`config.mk`:
```
export PLATFORM = sky130hd
export DESIGN_NAME = pse_cell
export DESIGN_NICKNAME = d
export VERILOG_FILES = /design/src/rtl/per_source_sequence_extender_defines.svh /design/src/rtl/pse_pkg.sv /design/src/rtl/pse_cell.sv
export SDC_FILE = /design/constraint.sdc
export NUM_CORES = 1
export LEC_CHECK = 0
export BUFFER_PORTS_ARGS = -buffer_cell sky130_fd_sc_hd__buf_2
export CAP_MARGIN = 40
export CORE_ASPECT_RATIO = 1.1
export CORE_MARGIN = 2
export CORE_UTILIZATION = 30
export CTS_CLUSTER_DIAMETER = 120
export CTS_CLUSTER_SIZE = 8
export DETAILED_ROUTE_END_ITERATION = 16
export GPL_TIMING_DRIVEN = 0
export HOLD_SLACK_MARGIN = 0.05
export PLACE_DENSITY = 0.59
export REMOVE_ABC_BUFFERS = 1
export SLEW_MARGIN = 20
export SYNTH_ARGS = -nofsm -noshare
export SYNTH_HDL_FRONTEND = slang
export SYNTH_SLANG_ARGS = --single-unit
```
`constraint.sdc`:
```
create_clock -name clk -period 5.3 [get_ports clk]
set_input_delay 0.795 -clock clk [delete_from_list [all_inputs] [get_ports clk]]
set_output_delay 0.795 -clock clk [all_outputs]
set_load 0.005 [all_outputs]
```
`src/rtl/per_source_sequence_extender_defines.svh`:
```
// ----------------------------------------------------------------------------
// per_source_sequence_extender_defines
// assertion macros shared by the sequence extender checks
// ----------------------------------------------------------------------------
`ifndef PER_SOURCE_SEQUENCE_EXTENDER_DEFINES_SVH
`define PER_SOURCE_SEQUENCE_EXTENDER_DEFINES_SVH

// same-cycle implication, clocked on clk, quiet during reset
`define PSE_ASSERT_NOW(label, ante, cons) \
    label: assert property (@(posedge clk) disable iff (!rst_n) (ante) |-> (cons)) \
        else $error("sequence extender check failed");

// next-cycle implication, clocked on clk, quiet during reset
`define PSE_ASSERT_NEXT(label, ante, cons) \
    label: assert property (@(posedge clk) disable iff (!rst_n) (ante) |=> (cons)) \
        else $error("sequence extender check failed");

`endif

```
`src/rtl/pse_pkg.sv`:
```
// ----------------------------------------------------------------------------
// pse_pkg
// types and constants for the per-source sequence extender
// ----------------------------------------------------------------------------
package pse_pkg;

    localparam int NUM_W  = 8;
    localparam int ADDR_W = 16;
    localparam int EXT_W  = 16;

    localparam logic [NUM_W-1:0]  THRESHOLD_RESET = 8'd250;
    localparam logic [ADDR_W-1:0] FREE_ADDR       = 16'h0000;

    // result outcome codes
    typedef enum logic [1:0] {
        OUT_UPDATED = 2'd0,
        OUT_CLAIMED = 2'd1,
        OUT_FULL    = 2'd2
    } outcome_t;

    // search token walking down the cell row
    typedef struct packed {
        logic [NUM_W-1:0]  num;
        logic [ADDR_W-1:0] addr;
        logic              done;
        logic [EXT_W-1:0]  ext;
        outcome_t          outcome;
    } pse_tok_t;

endpackage

```
`src/rtl/pse_cell.sv`:
```
// ----------------------------------------------------------------------------
// pse_cell
// one table entry; checks the passing token and hands it to the next cell
// ----------------------------------------------------------------------------
module pse_cell
    import pse_pkg::*;
(
    input  logic             clk,
    input  logic             rst_n,
    input  logic [NUM_W-1:0] threshold,
    input  logic             in_valid,
    input  pse_tok_t         in_tok,
    output logic             out_valid,
    output pse_tok_t         out_tok
);

    logic [ADDR_W-1:0] addr_reg,  addr_next;
    logic [NUM_W-1:0]  last_reg,  last_next;
    logic [NUM_W-1:0]  count_reg, count_next;
    logic              valid_reg;
    pse_tok_t          tok_reg,   tok_next;

    logic              live;
    logic              hit;
    logic              claim;
    logic [NUM_W-1:0]  drop;
    logic              wrap;
    logic [NUM_W-1:0]  count_upd;

    // match or free-slot decision for this entry
    always_comb
    begin
        live      = in_valid & ~in_tok.done;
        hit       = live & (in_tok.addr == addr_reg);
        claim     = live & ~hit & (addr_reg == FREE_ADDR);
        drop      = last_reg - in_tok.num;
        wrap      = (last_reg > in_tok.num) & (drop > threshold);
        count_upd = count_reg + NUM_W'(wrap);

        addr_next  = addr_reg;
        last_next  = last_reg;
        count_next = count_reg;
        tok_next   = in_tok;

        if (hit)
        begin
            last_next        = in_tok.num;
            count_next       = count_upd;
            tok_next.done    = 1'b1;
            tok_next.ext     = {count_upd, in_tok.num};
            tok_next.outcome = OUT_UPDATED;
        end
        else if (claim)
        begin
            addr_next        = in_tok.addr;
            last_next        = in_tok.num;
            count_next       = '0;
            tok_next.done    = 1'b1;
            tok_next.ext     = {{(EXT_W-NUM_W){1'b0}}, in_tok.num};
            tok_next.outcome = OUT_CLAIMED;
        end
    end

    // entry state, cleared to free at reset
    always_ff @(posedge clk or negedge rst_n)
    begin
        if (!rst_n)
        begin
            addr_reg  <= FREE_ADDR;
            last_reg  <= '0;
            count_reg <= '0;
            valid_reg <= 1'b0;
        end
        else
        begin
            addr_reg  <= addr_next;
            last_reg  <= last_next;
            count_reg <= count_next;
            valid_reg <= in_valid;
        end
    end

    // token payload toward the next cell
    always_ff @(posedge clk)
    begin
        tok_reg <= tok_next;
    end

    assign out_valid = valid_reg;
    assign out_tok   = tok_reg;

endmodule

```
==> Word-level counts from Yosys, hierarchy flattened <==
Index checks and enable logic that the tools add are counted.
{ "word_totals": {"ff_bits": 76, "in_bits": 54, "out_inout_bits": 44} }
{ "op_classes": {"addsub": 2, "magnitude_cmp": 2, "eq_ne": 1, "mux": 6, "n_bitwise": 7, "reduce_logical": 4} }
{ "ops": {"columns": ["operator", "count"], "rows": [
  ["$mux W18", 2],
  ["$mux W8", 4],
  ["$eq A16 B16 Y1", 1],
  ["$gt A8 B8 Y1", 2],
  ["$logic_not A16 Y1", 1],
  ["$add A8 B1 Y8", 1],
  ["$sub A8 B8 Y8", 1],
  ["$and A1 B1 Y1", 5],
  ["$not A1 Y1", 2],
  ["$reduce_and A2 Y1", 1],
  ["$reduce_bool A2 Y1", 1],
  ["$reduce_or A2 Y1", 1]
]} }

==> Longest topological paths before layout <==
Gate-level depths: netlist (run 1).
{ "depth": {"depth_word": 8, "depth_mapped": 21, "ltp_nobuf": 21} }

==> Least setup slack after synthesis (run 1) <==
Ideal clock, no wire load.
{ "synth_timing": {"path_type": "in2reg", "startpoint": "in in_tok[37] (netlist name)", "endpoint": "reg count_reg[7]", "arrival_ns": 4.325, "required_time_ns": 5.179, "slack_ns": 0.854, "stages": 19, "cell_sequence": "inv_1 -> ha_1 -> nor2b_1 -> o21ai_0 -> a21boi_0 -> or4b_2 -> nand3_1 -> ha_1 -> nand3_1 -> nor2_1 -> a311o_1 -> a21oi_1 -> ha_1 -> and3_1 -> and3_1 -> clkbuf_1 -> nand4_1 -> mux2_2 -> a22o_1"} }
{ "synth_between": {"elab_chain_cells": 5, "elab_cells_between_ends": 6} }
{ "synth_rtl": {"columns": ["item", "line", "source"], "rows": [
  ["start, declared", "pse_cell.sv:12", "input pse_tok_t in_tok,"],
  ["$sub A8 B8 Y8", "pse_cell.sv:36", "drop = last_reg - in_tok.num;"],
  ["$gt A8 B8 Y1", "pse_cell.sv:37", "wrap = (last_reg > in_tok.num) & (drop > threshold);"],
  ["$and A1 B1 Y1 (*)", "pse_cell.sv:37", null],
  ["$add A8 B1 Y8 (*)", "pse_cell.sv:38", "count_upd = count_reg + NUM_W'(wrap);"],
  ["$mux W8 (*)", "pse_cell.sv:45", "if (hit)"],
  ["end signal, assigned", "pse_cell.sv:78", "count_reg <= count_next;"],
  ["end, declared", "pse_cell.sv:19", "logic [NUM_W-1:0] count_reg, count_next;"]
]} }
Every way passes the cells marked *; elsewhere a longest branch is shown, timed or not.
A chain may end at the register's enable or synchronous reset.

==> Final worst setup path (run 1) <==
{ "layout_timing": {"startpoint": "in in_tok[35] (netlist name)", "endpoint": "reg count_reg[7]"} }
The elaborated chain is that of the path after synthesis.

==> flow_summary.yaml, run 1 <==
clock_network:
  post_cts_resize_count: 0
  numClockSinks: 76
  numCtsBuffers: 9
  postCtsSetupBuffers: 0
  cts_hold_buf: 0
  path_clk_slew_ns: 0.06
  cts_max_path_buffers: 2
  clkLatencyLatePin_ns: 0.34
  htreeDepth: 3
  cts_tree: "built"
  cts_root_buf: "clkbuf_16"
detailed_routing:
  m1WireLength_um: 3160
  drt-pass1-iter-count: 4
  routed_wl_um: 6930
  routedWlPerCell_um: 13.0
  wl_met3_um: 461
  ant_nets: 0
  via_per_inst: 4.50
  drt-initial-drc-count: 104
  wl_met2_um: 3180
  drc: 0
  top_layer: "met4"
  vias: 2405
setup_path:
  critPathArrivalTime_ns: 4.82
  cp_slowest_cell: "fa_1"
  crit_chain: "buf_2 > ha_1 > fa_1 > nor2b_1 > o21ai_0 > a21boi_0 > or4b_2 > nand3_1 > ha_1 > nand3_1 > nor2_1 > a221oi_1 > a311o_1 > a21oi_1 > ha_1 > and3_1 > and3_1 > nand4_1 > mux2_2 > a22o_1"
  worst-path-max-fanout: 5
  crit_path_start_kind: "primary input"
  path_common_cell: "ha_1"
  end_kind: "flop"
  required_ns: 5.52
  max_stage_delay_ns: 0.41
  path_class: "primary input to flop"
sta:
  post-route-min-period_ns: 4.60
  slew_headroom: 0.515
  hold_viol_final: 0
  fin_crit_sh: 0.868
  layout_setup_ws_ns: 0.699
  drv_slew: 0
  clock_skew_ns: 0.00650
  hold_slack_ns: 0.373
  tns_ns: 0
  fmax_mhz: 217
  worstMarginPinSlew_ns: 0.726
  finalSetupViolCount: 0
  rsz0062_at_grt: "no"
grt:
  grt_pass1_wl_um: 11300
  overflow: 0
  grt_pass1_vias: 2458
  grtUsageTotal: 0.127
  grt_max_degree: 34
  antenna_found_initial: 1
pwr:
  swShare: 0.288
  p_leak_nw: 2.15
  power_per_cell_area_nw_per_um2: 443
  pwr-share-clk: 0.347
  pwr-share-seq: 0.393
  combPwrFrac: 0.260
  p_sw_mw: 0.543
  power_mw: 1.88
  irDropWorstVdd_uv: 193
  internal_power_mw: 1.34
finish:
  stdcell_count: 534
  nets: 458
  layout.cells.most_common: "buf_2"
  layout_common_cells: "buf_2 (97), dfxtp_1 (43), dfrtp_1 (33)"
  largest_reg_flops: 43
  syn2layout_area_growth_pct: 31.5
  final_layout_size_suffix_gt1_frac: 0.349
synthesis:
  synth_top_area_cell: "dfxtp_1"
  synthTopCellsByArea: "dfxtp_1 (27%), dfrtp_1 (26%), ha_1 (7.0%)"
  async_flop_share: 0.434
  synth_seq_cells: 76
  syn_area_um2: 3240
  netlist.area_leader.share: 0.266
  yosys_warnings: 0
  synth_ff_type: "dfxtp_1"
  synth-edff-count: 0
  synth_cell_types: 36
  syn-instance-count: 282
  synth_seq_area_share: 0.521
  synth.avg_cell_area_um2: 11.5
run:
  maxCapViolations: 0
floorplanning:
  initial_core_util: 0.310
  die_y_um: 113
  ioPinCount: 98
  die-area_um2: 11600
  fp.dieW_um: 103
  core_um2: 10400
  rows: 39
place:
  dp_hpwl_um: 5070
  port_buffers: 97
  gp_congestion: 0.753
  place_inst: 516
  pre_cts_slack_ns: 0.418
run_status:
  status: "complete, no violations"
min_path:
  min_path_type: "primary input to async pin"
==> worst paths after layout <==
check / start / to / slack (ns) / cells after the start
max: in_tok[35] / count_reg[7] / 0.70 / 20
min: rst_n / count_reg[2] / 0.37 / 1
max reg2reg: last_reg[0] / count_reg[7] / 0.92 / 20
min reg2reg: addr_reg[9] / addr_reg[9] / 0.50 / 1
max in group asynchronous: rst_n / addr_reg[11] / 4.50 / 2
min in group clk: addr_reg[9] / addr_reg[9] / 0.50 / 1
==> Yosys cell counts, types with 3 or more instances <==
library cell and count:
nor2b_1 6, xnor2_1 21, dfrtp_1 33, a21o_1 18
nor4_1 4, xor2_1 5, mux2_2 16, nand2_1 8
ha_1 18, a22o_1 11, o21ai_0 5, nand3_1 10
nor2_1 13, inv_1 19, a21oi_1 3, clkbuf_1 7
and3_1 4, mux2i_1 13, dfxtp_1 43, nand4_1 7
==> per-layer routing <==
metal / up-vias / track usage
met5: - / 0
li1: 1198 / -
met2: 72 / 0.197
met4: 0 / 0.0579
met1: 1124 / 0.162
met3: 11 / 0.0401
==> power groups by stage <==
stage	Combinational, mW	Clock [mW]	Sequential [mW]
after floorplan	0.361	0	0.740
after global placement	0.475	0	0.749
after detailed placement	0.484	0	0.752
after CTS	0.492	0.669	0.741
after global routing	0.561	0.694	0.754
final	0.491	0.653	0.741
==> worst max-delay path, delay by kind of cell <==
family,cells,cell delay [ns]
buffers and inverters,1,0.12
muxes,1,0.28
adders and majority gates,4,1.17
and+or+nand+nor,8,1.30
AOI/OAI and AO/OA,6,1.16
==> per-stage QoR <==
stage          cell area (um^2)   util
2_1_floorplan              3200      -
6_report                   4260  0.408
3_3_place_gp               3860  0.370
4_1_cts                    4230  0.405
3_5_place_dp               3910  0.374
5_1_grt                    4260  0.408
==> cells by family after synthesis <==
group | share of synthesized area
adders and majority gates | 0.0757
and+or+nand+nor | 0.101
DFF | 0.521
muxes | 0.0958
xor gates and xnor gates | 0.0703
AOI/OAI and AO/OA | 0.102
buffers and inverters | 0.0340
==> layout make-up <==
type / count / area, um^2
Antenna cell: 1 / 2.50
Clock buffer: 10 / 229
Clock inverter: 6 / 88.8
Fill cell: 1037 / 6180
Inverter: 19 / 71.3
Multi-Input combinational cell: 178 / 1450
Sequential cell: 76 / 1690
Tap cell: 143 / 179
Timing Repair Buffer: 101 / 547
Power figures use the tool's default switching activity.
==> run 2: changes to the inputs <==
--- a/config.mk
+++ b/config.mk
@@ -15,6 +15,7 @@
 export DETAILED_ROUTE_END_ITERATION = 16
 export GPL_TIMING_DRIVEN = 0
 export HOLD_SLACK_MARGIN = 0.05
+export MAX_ROUTING_LAYER = met4
 export PLACE_DENSITY = 0.59
 export REMOVE_ABC_BUFFERS = 1
 export SLEW_MARGIN = 20
==> flow_summary.yaml, run 2 (synthesis gave the netlist of run 1 again) <==
sta:
  finalSetupViolCount: 0
  clock_skew_ns: 0.00640
  post-route-min-period_ns: 4.61
  rsz0062_at_grt: "no"
  slew_headroom: 0.514
  hold_viol_final: 0
  drv_slew: 0
  worstMarginPinSlew_ns: 0.728
  fmax_mhz: 217
  fin_crit_sh: 0.869
  tns_ns: 0
  hold_slack_ns: 0.376
min_path:
  min_path_type: "primary input to async pin"
pwr:
  p_sw_mw: 0.540
  internal_power_mw: 1.34
  p_leak_nw: 2.15
  combPwrFrac: 0.261
  swShare: 0.287
  irDropWorstVdd_uv: 193
  pwr-share-seq: 0.393
  power_per_cell_area_nw_per_um2: 442
  pwr-share-clk: 0.346
setup_path:
  critical_path.startpoint: "in_tok[35]"
  end_kind: "flop"
  cp_slowest_cell: "fa_1"
  path_class: "primary input to flop"
  critPathArrivalTime_ns: 4.83
  crit_path_start_kind: "primary input"
  cp_top_family: "simple AND/OR/NAND/NOR gates"
  required_ns: 5.52
  crit_chain: "buf_2 > ha_1 > fa_1 > nor2b_1 > o21ai_0 > a21boi_0 > or4b_2 > nand3_1 > ha_1 > nand3_1 > nor2_1 > a221oi_1 > a311o_1 > a21oi_1 > ha_1 > and3_1 > and3_1 > nand4_1 > mux2_2 > a22o_1"
  worst-path-max-fanout: 5
  max_stage_delay_ns: 0.41
  critPathBufInv: 1
  path_common_cell: "ha_1"
  rr_startpoint: "last_reg[0]"
detailed_routing:
  m1WireLength_um: 3150
  routed_wl_um: 6900
  ant_nets: 0
  top_layer: "met4"
  drt-pass1-iter-count: 4
  wl_met2_um: 3190
  via_per_inst: 4.48
  vias: 2393
  routedWlPerCell_um: 12.9
  drt-initial-drc-count: 106
  wl_met3_um: 448
  drc: 0
floorplanning:
  rows: 39
  ioPinCount: 98
  die_y_um: 113
  fp.dieW_um: 103
  die-area_um2: 11600
  core_um2: 10400
  initial_core_util: 0.310
finish:
  layout_common_cells: "buf_2 (97), dfxtp_1 (43), dfrtp_1 (33)"
  nets: 458
  largest_reg_flops: 43
  layout.cells.most_common: "buf_2"
  syn2layout_area_growth_pct: 31.5
  final_layout_size_suffix_gt1_frac: 0.349
place:
  gp_congestion: 0.763
  port_buffers: 97
  dp_hpwl_um: 5070
clock_network:
  path_clk_slew_ns: 0.06
  numClockSinks: 76
  postCtsSetupBuffers: 0
  cts_tree: "built"
  clkLatencyLatePin_ns: 0.34
  htreeDepth: 3
  post_cts_resize_count: 0
  cts_max_path_buffers: 2
  cts_root_buf: "clkbuf_16"
  numCtsBuffers: 9
  cts_hold_buf: 0
grt:
  grt_pass1_wl_um: 11300
  grt_pass1_vias: 2457
  grtUsageTotal: 0.131
  grt_max_degree: 34
  antenna_found_initial: 1
  overflow: 0
run:
  maxCapViolations: 0
run_status:
  status: "complete, no violations"
[run 2: cell counts in the layout (fill, tap and decap cells not counted)]
Identical to the previous run, type by type.
[run 2: layout make-up]
class	count	area [um^2]
Fill cell	1037	6180
Sequential cell	76	1690
Multi-Input combinational cell	178	1450
Timing Repair Buffer	101	547
Clock buffer	10	229
Tap cell	143	179
Clock inverter	6	88.8
Inverter	19	71.3
Antenna cell	1	2.50
[run 2: through the flow]
stage | std cells | power [mW] | worst slack [ns] | utilization | instance area [um^2]
3_5_place_dp | 516 | 1.24 | 0.418 | 0.374 | 3910
5_1_grt | 534 | 2.01 | 0.360 | 0.408 | 4260
4_1_cts | 532 | 1.90 | 0.684 | 0.405 | 4230
3_3_place_gp | 513 | 1.22 | 0.200 | 0.370 | 3860
6_report | 534 | 1.88 | 0.694 | 0.408 | 4260
2_1_floorplan | 273 | 1.10 | 0.922 | - | 3200
[run 2: power groups by stage]
stage | sequential, mW | clock (mW) | combinational, mW
6_report | 0.741 | 0.651 | 0.491
5_1_grt | 0.754 | 0.695 | 0.561
4_1_cts | 0.741 | 0.669 | 0.492
3_5_place_dp | 0.752 | 0 | 0.484
3_3_place_gp | 0.749 | 0 | 0.475
2_1_floorplan | 0.740 | 0 | 0.361
[run 2: layer usage]
layer  track usage  vias up
met2         0.197       76
met4        0.0579        0
met5             -        -
li1              -     1196
met1         0.163     1108
met3        0.0389       13
[run 2: final timing paths]
kind | endpoint | slack, ns | cells after the start
worst max-delay path | count_reg[7] | 0.69 | 20
worst max register to register | count_reg[7] | 0.91 | 20
max in group asynchronous | addr_reg[11] | 4.49 | 2
min in group clk | addr_reg[9] | 0.50 | 1
worst min-delay path | count_reg[0] | 0.38 | 1
worst min register to register | addr_reg[9] | 0.50 | 1
==> run 3: changes to the inputs <==
--- a/config.mk
+++ b/config.mk
@@ -9,14 +9,14 @@
 export CAP_MARGIN = 40
 export CORE_ASPECT_RATIO = 1.1
 export CORE_MARGIN = 2
-export CORE_UTILIZATION = 30
+export CORE_UTILIZATION = 51
 export CTS_CLUSTER_DIAMETER = 120
 export CTS_CLUSTER_SIZE = 8
 export DETAILED_ROUTE_END_ITERATION = 16
 export GPL_TIMING_DRIVEN = 0
 export HOLD_SLACK_MARGIN = 0.05
 export MAX_ROUTING_LAYER = met4
-export PLACE_DENSITY = 0.59
+export PLACE_DENSITY = 0.87
 export REMOVE_ABC_BUFFERS = 1
 export SLEW_MARGIN = 20
 export SYNTH_ARGS = -nofsm -noshare
==> flow_summary.yaml, run 3 (synthesis gave the netlist of run 1 again) <==
detailed_routing:
  drt-pass1-iter-count: 5
  routedWlPerCell_um: 13.3
  vias: 2403
  drt-initial-drc-count: 91
  ant_nets: 0
  routed_wl_um: 6270
  drc: 0
  via_per_inst: 5.11
setup_path:
  r2r_end: "count_reg[7]"
  max_stage_delay_ns: 0.41
  r2r_setup_slack_ns: 0.92
  crit_chain: "buf_2 > ha_1 > fa_1 > nor2b_1 > o21ai_0 > a21boi_0 > or4b_2 > nand3_1 > ha_1 > nand3_1 > nor2_1 > a221oi_1 > a311o_1 > a21oi_1 > ha_1 > and3_1 > and3_1 > nand4_1 > mux2_2 > a22o_1"
  cp_slowest_cell: "fa_1"
  critPathArrivalTime_ns: 4.83
  required_ns: 5.53
  end_kind: "flop"
  reg2reg_depth: 20
  path_common_cell: "ha_1"
  rr_startpoint: "last_reg[0]"
  crit_path_start_kind: "primary input"
  worst-path-max-fanout: 5
  path_class: "primary input to flop"
floorplanning:
  core_um2: 6160
  die-area_um2: 7000
  die_y_um: 87.6
  initial_core_util: 0.526
  rows: 30
  fp.dieW_um: 80.0
  ioPinCount: 98
run:
  maxCapViolations: 0
sta:
  fin_crit_sh: 0.869
  clock_skew_ns: 0.0136
  finalSetupViolCount: 0
  hold_viol_final: 0
  slew_headroom: 0.522
  fmax_mhz: 217
  worstMarginPinSlew_ns: 0.717
  drv_slew: 0
  rsz0062_at_grt: "no"
  post-route-min-period_ns: 4.60
  tns_ns: 0
clock_network:
  cts_max_path_buffers: 2
  numClockSinks: 76
  cts_root_buf: "clkbuf_8"
  numCtsBuffers: 9
  cts_hold_buf: 0
  clkLatencyLatePin_ns: 0.33
  htreeDepth: 3
  cts_tree: "built"
  path_clk_slew_ns: 0.08
  postCtsSetupBuffers: 0
  post_cts_resize_count: 0
finish:
  seq_area_um2: 1690
  syn2layout_area_growth_pct: 24.4
  final_layout_size_suffix_gt1_frac: 0.341
  multiInputGateArea_um2: 1450
  fill_cells: 509
  layout_common_cells: "buf_2 (97), dfxtp_1 (43), dfrtp_1 (33)"
  nets: 458
  post-route-util: 0.654
  layout.cells.most_common: "buf_2"
  antenna_cells: 0
  largest_reg_flops: 43
place:
  gp_congestion: 0.887
  dp_hpwl_um: 4760
  port_buffers: 97
grt:
  grt_pass1_wl_um: 10300
  grtUsageTotal: 0.196
  antenna_found_initial: 0
  overflow: 0
  grt_max_degree: 34
  grt_pass1_vias: 2337
pwr:
  power_per_cell_area_nw_per_um2: 398
  irDropWorstVdd_uv: 220
  p_leak_nw: 2.08
  power_mw: 1.61
run_status:
  status: "complete, no violations"
min_path:
  min_path_type: "primary input to async pin"
## run 3: changes by cell type in the layout (fill, tap and decap cells not counted), moves of 2 or more
cell | previous run | this run
bufinv_16 | 2 | 0
clkbuf_16 | 9 | 0
clkbuf_8 | 0 | 10
clkbuf_1 | 1 | 4
## run 3: power breakdown
group          total [mW]  switching [mW]  internal [mW]
sequential          0.742          0.0726          0.670
clock               0.371           0.188          0.183
combinational       0.492           0.234          0.258
total                1.61           0.494           1.11
## run 3: how the worst max path moves through the flow
stage / endpoint / slack [ns] / depth (start not counted) / from
finish: count_reg[7] / 0.70 / 20 / in_tok[35]
global route: count_reg[6] / 0.47 / 21 / in_tok[35]
detailed placement: count_reg[7] / 0.37 / 20 / in_tok[35]
global placement: last_reg[4] / 0.42 / 6 / in_tok[22]
floorplan: out_tok[16] / 0.92 / 18 / in_tok[37]
CTS: count_reg[7] / 0.73 / 20 / in_tok[35]
## run 3: metal layers
metal | vias to the layer above | GRT usage | wire (um)
met2 | 81 | 0.338 | 3120
li1 | 1195 | - | -
met5 | - | - | 0
met1 | 1123 | 0.219 | 2730
met3 | 4 | 0.0639 | 394
met4 | 0 | 0.0555 | 27
## run 3: critical path, delay by kind of cell
kind / cells / cell delay, ns
AO/OA/AOI/OAI: 6 / 1.17
adder cells (fa/ha/maj): 4 / 1.14
buffers and inverters: 1 / 0.12
multiplexers: 1 / 0.27
AND/OR/NAND/NOR: 8 / 1.33
## run 3: final cells by class
cell class	instances	area share
Sequential cell	76	0.419
Multi-Input combinational cell	178	0.361
Timing Repair Buffer	101	0.137
Clock buffer	14	0.0379
Tap cell	80	0.0248
Inverter	19	0.0177
Clock inverter	2	0.00311
## run 3: through the flow
step | hold slack [ns] | setup slack, ns | instance area, um^2 | instances
floorplan | 0.469 | 0.922 | 3200 | 273
global placement | 0.481 | 0.425 | 3780 | 450
detailed placement | 0.489 | 0.372 | 3840 | 453
global route | 0.220 | 0.471 | 4030 | 470
CTS | 0.506 | 0.725 | 4010 | 469
finish | 0.248 | 0.696 | 4030 | 470
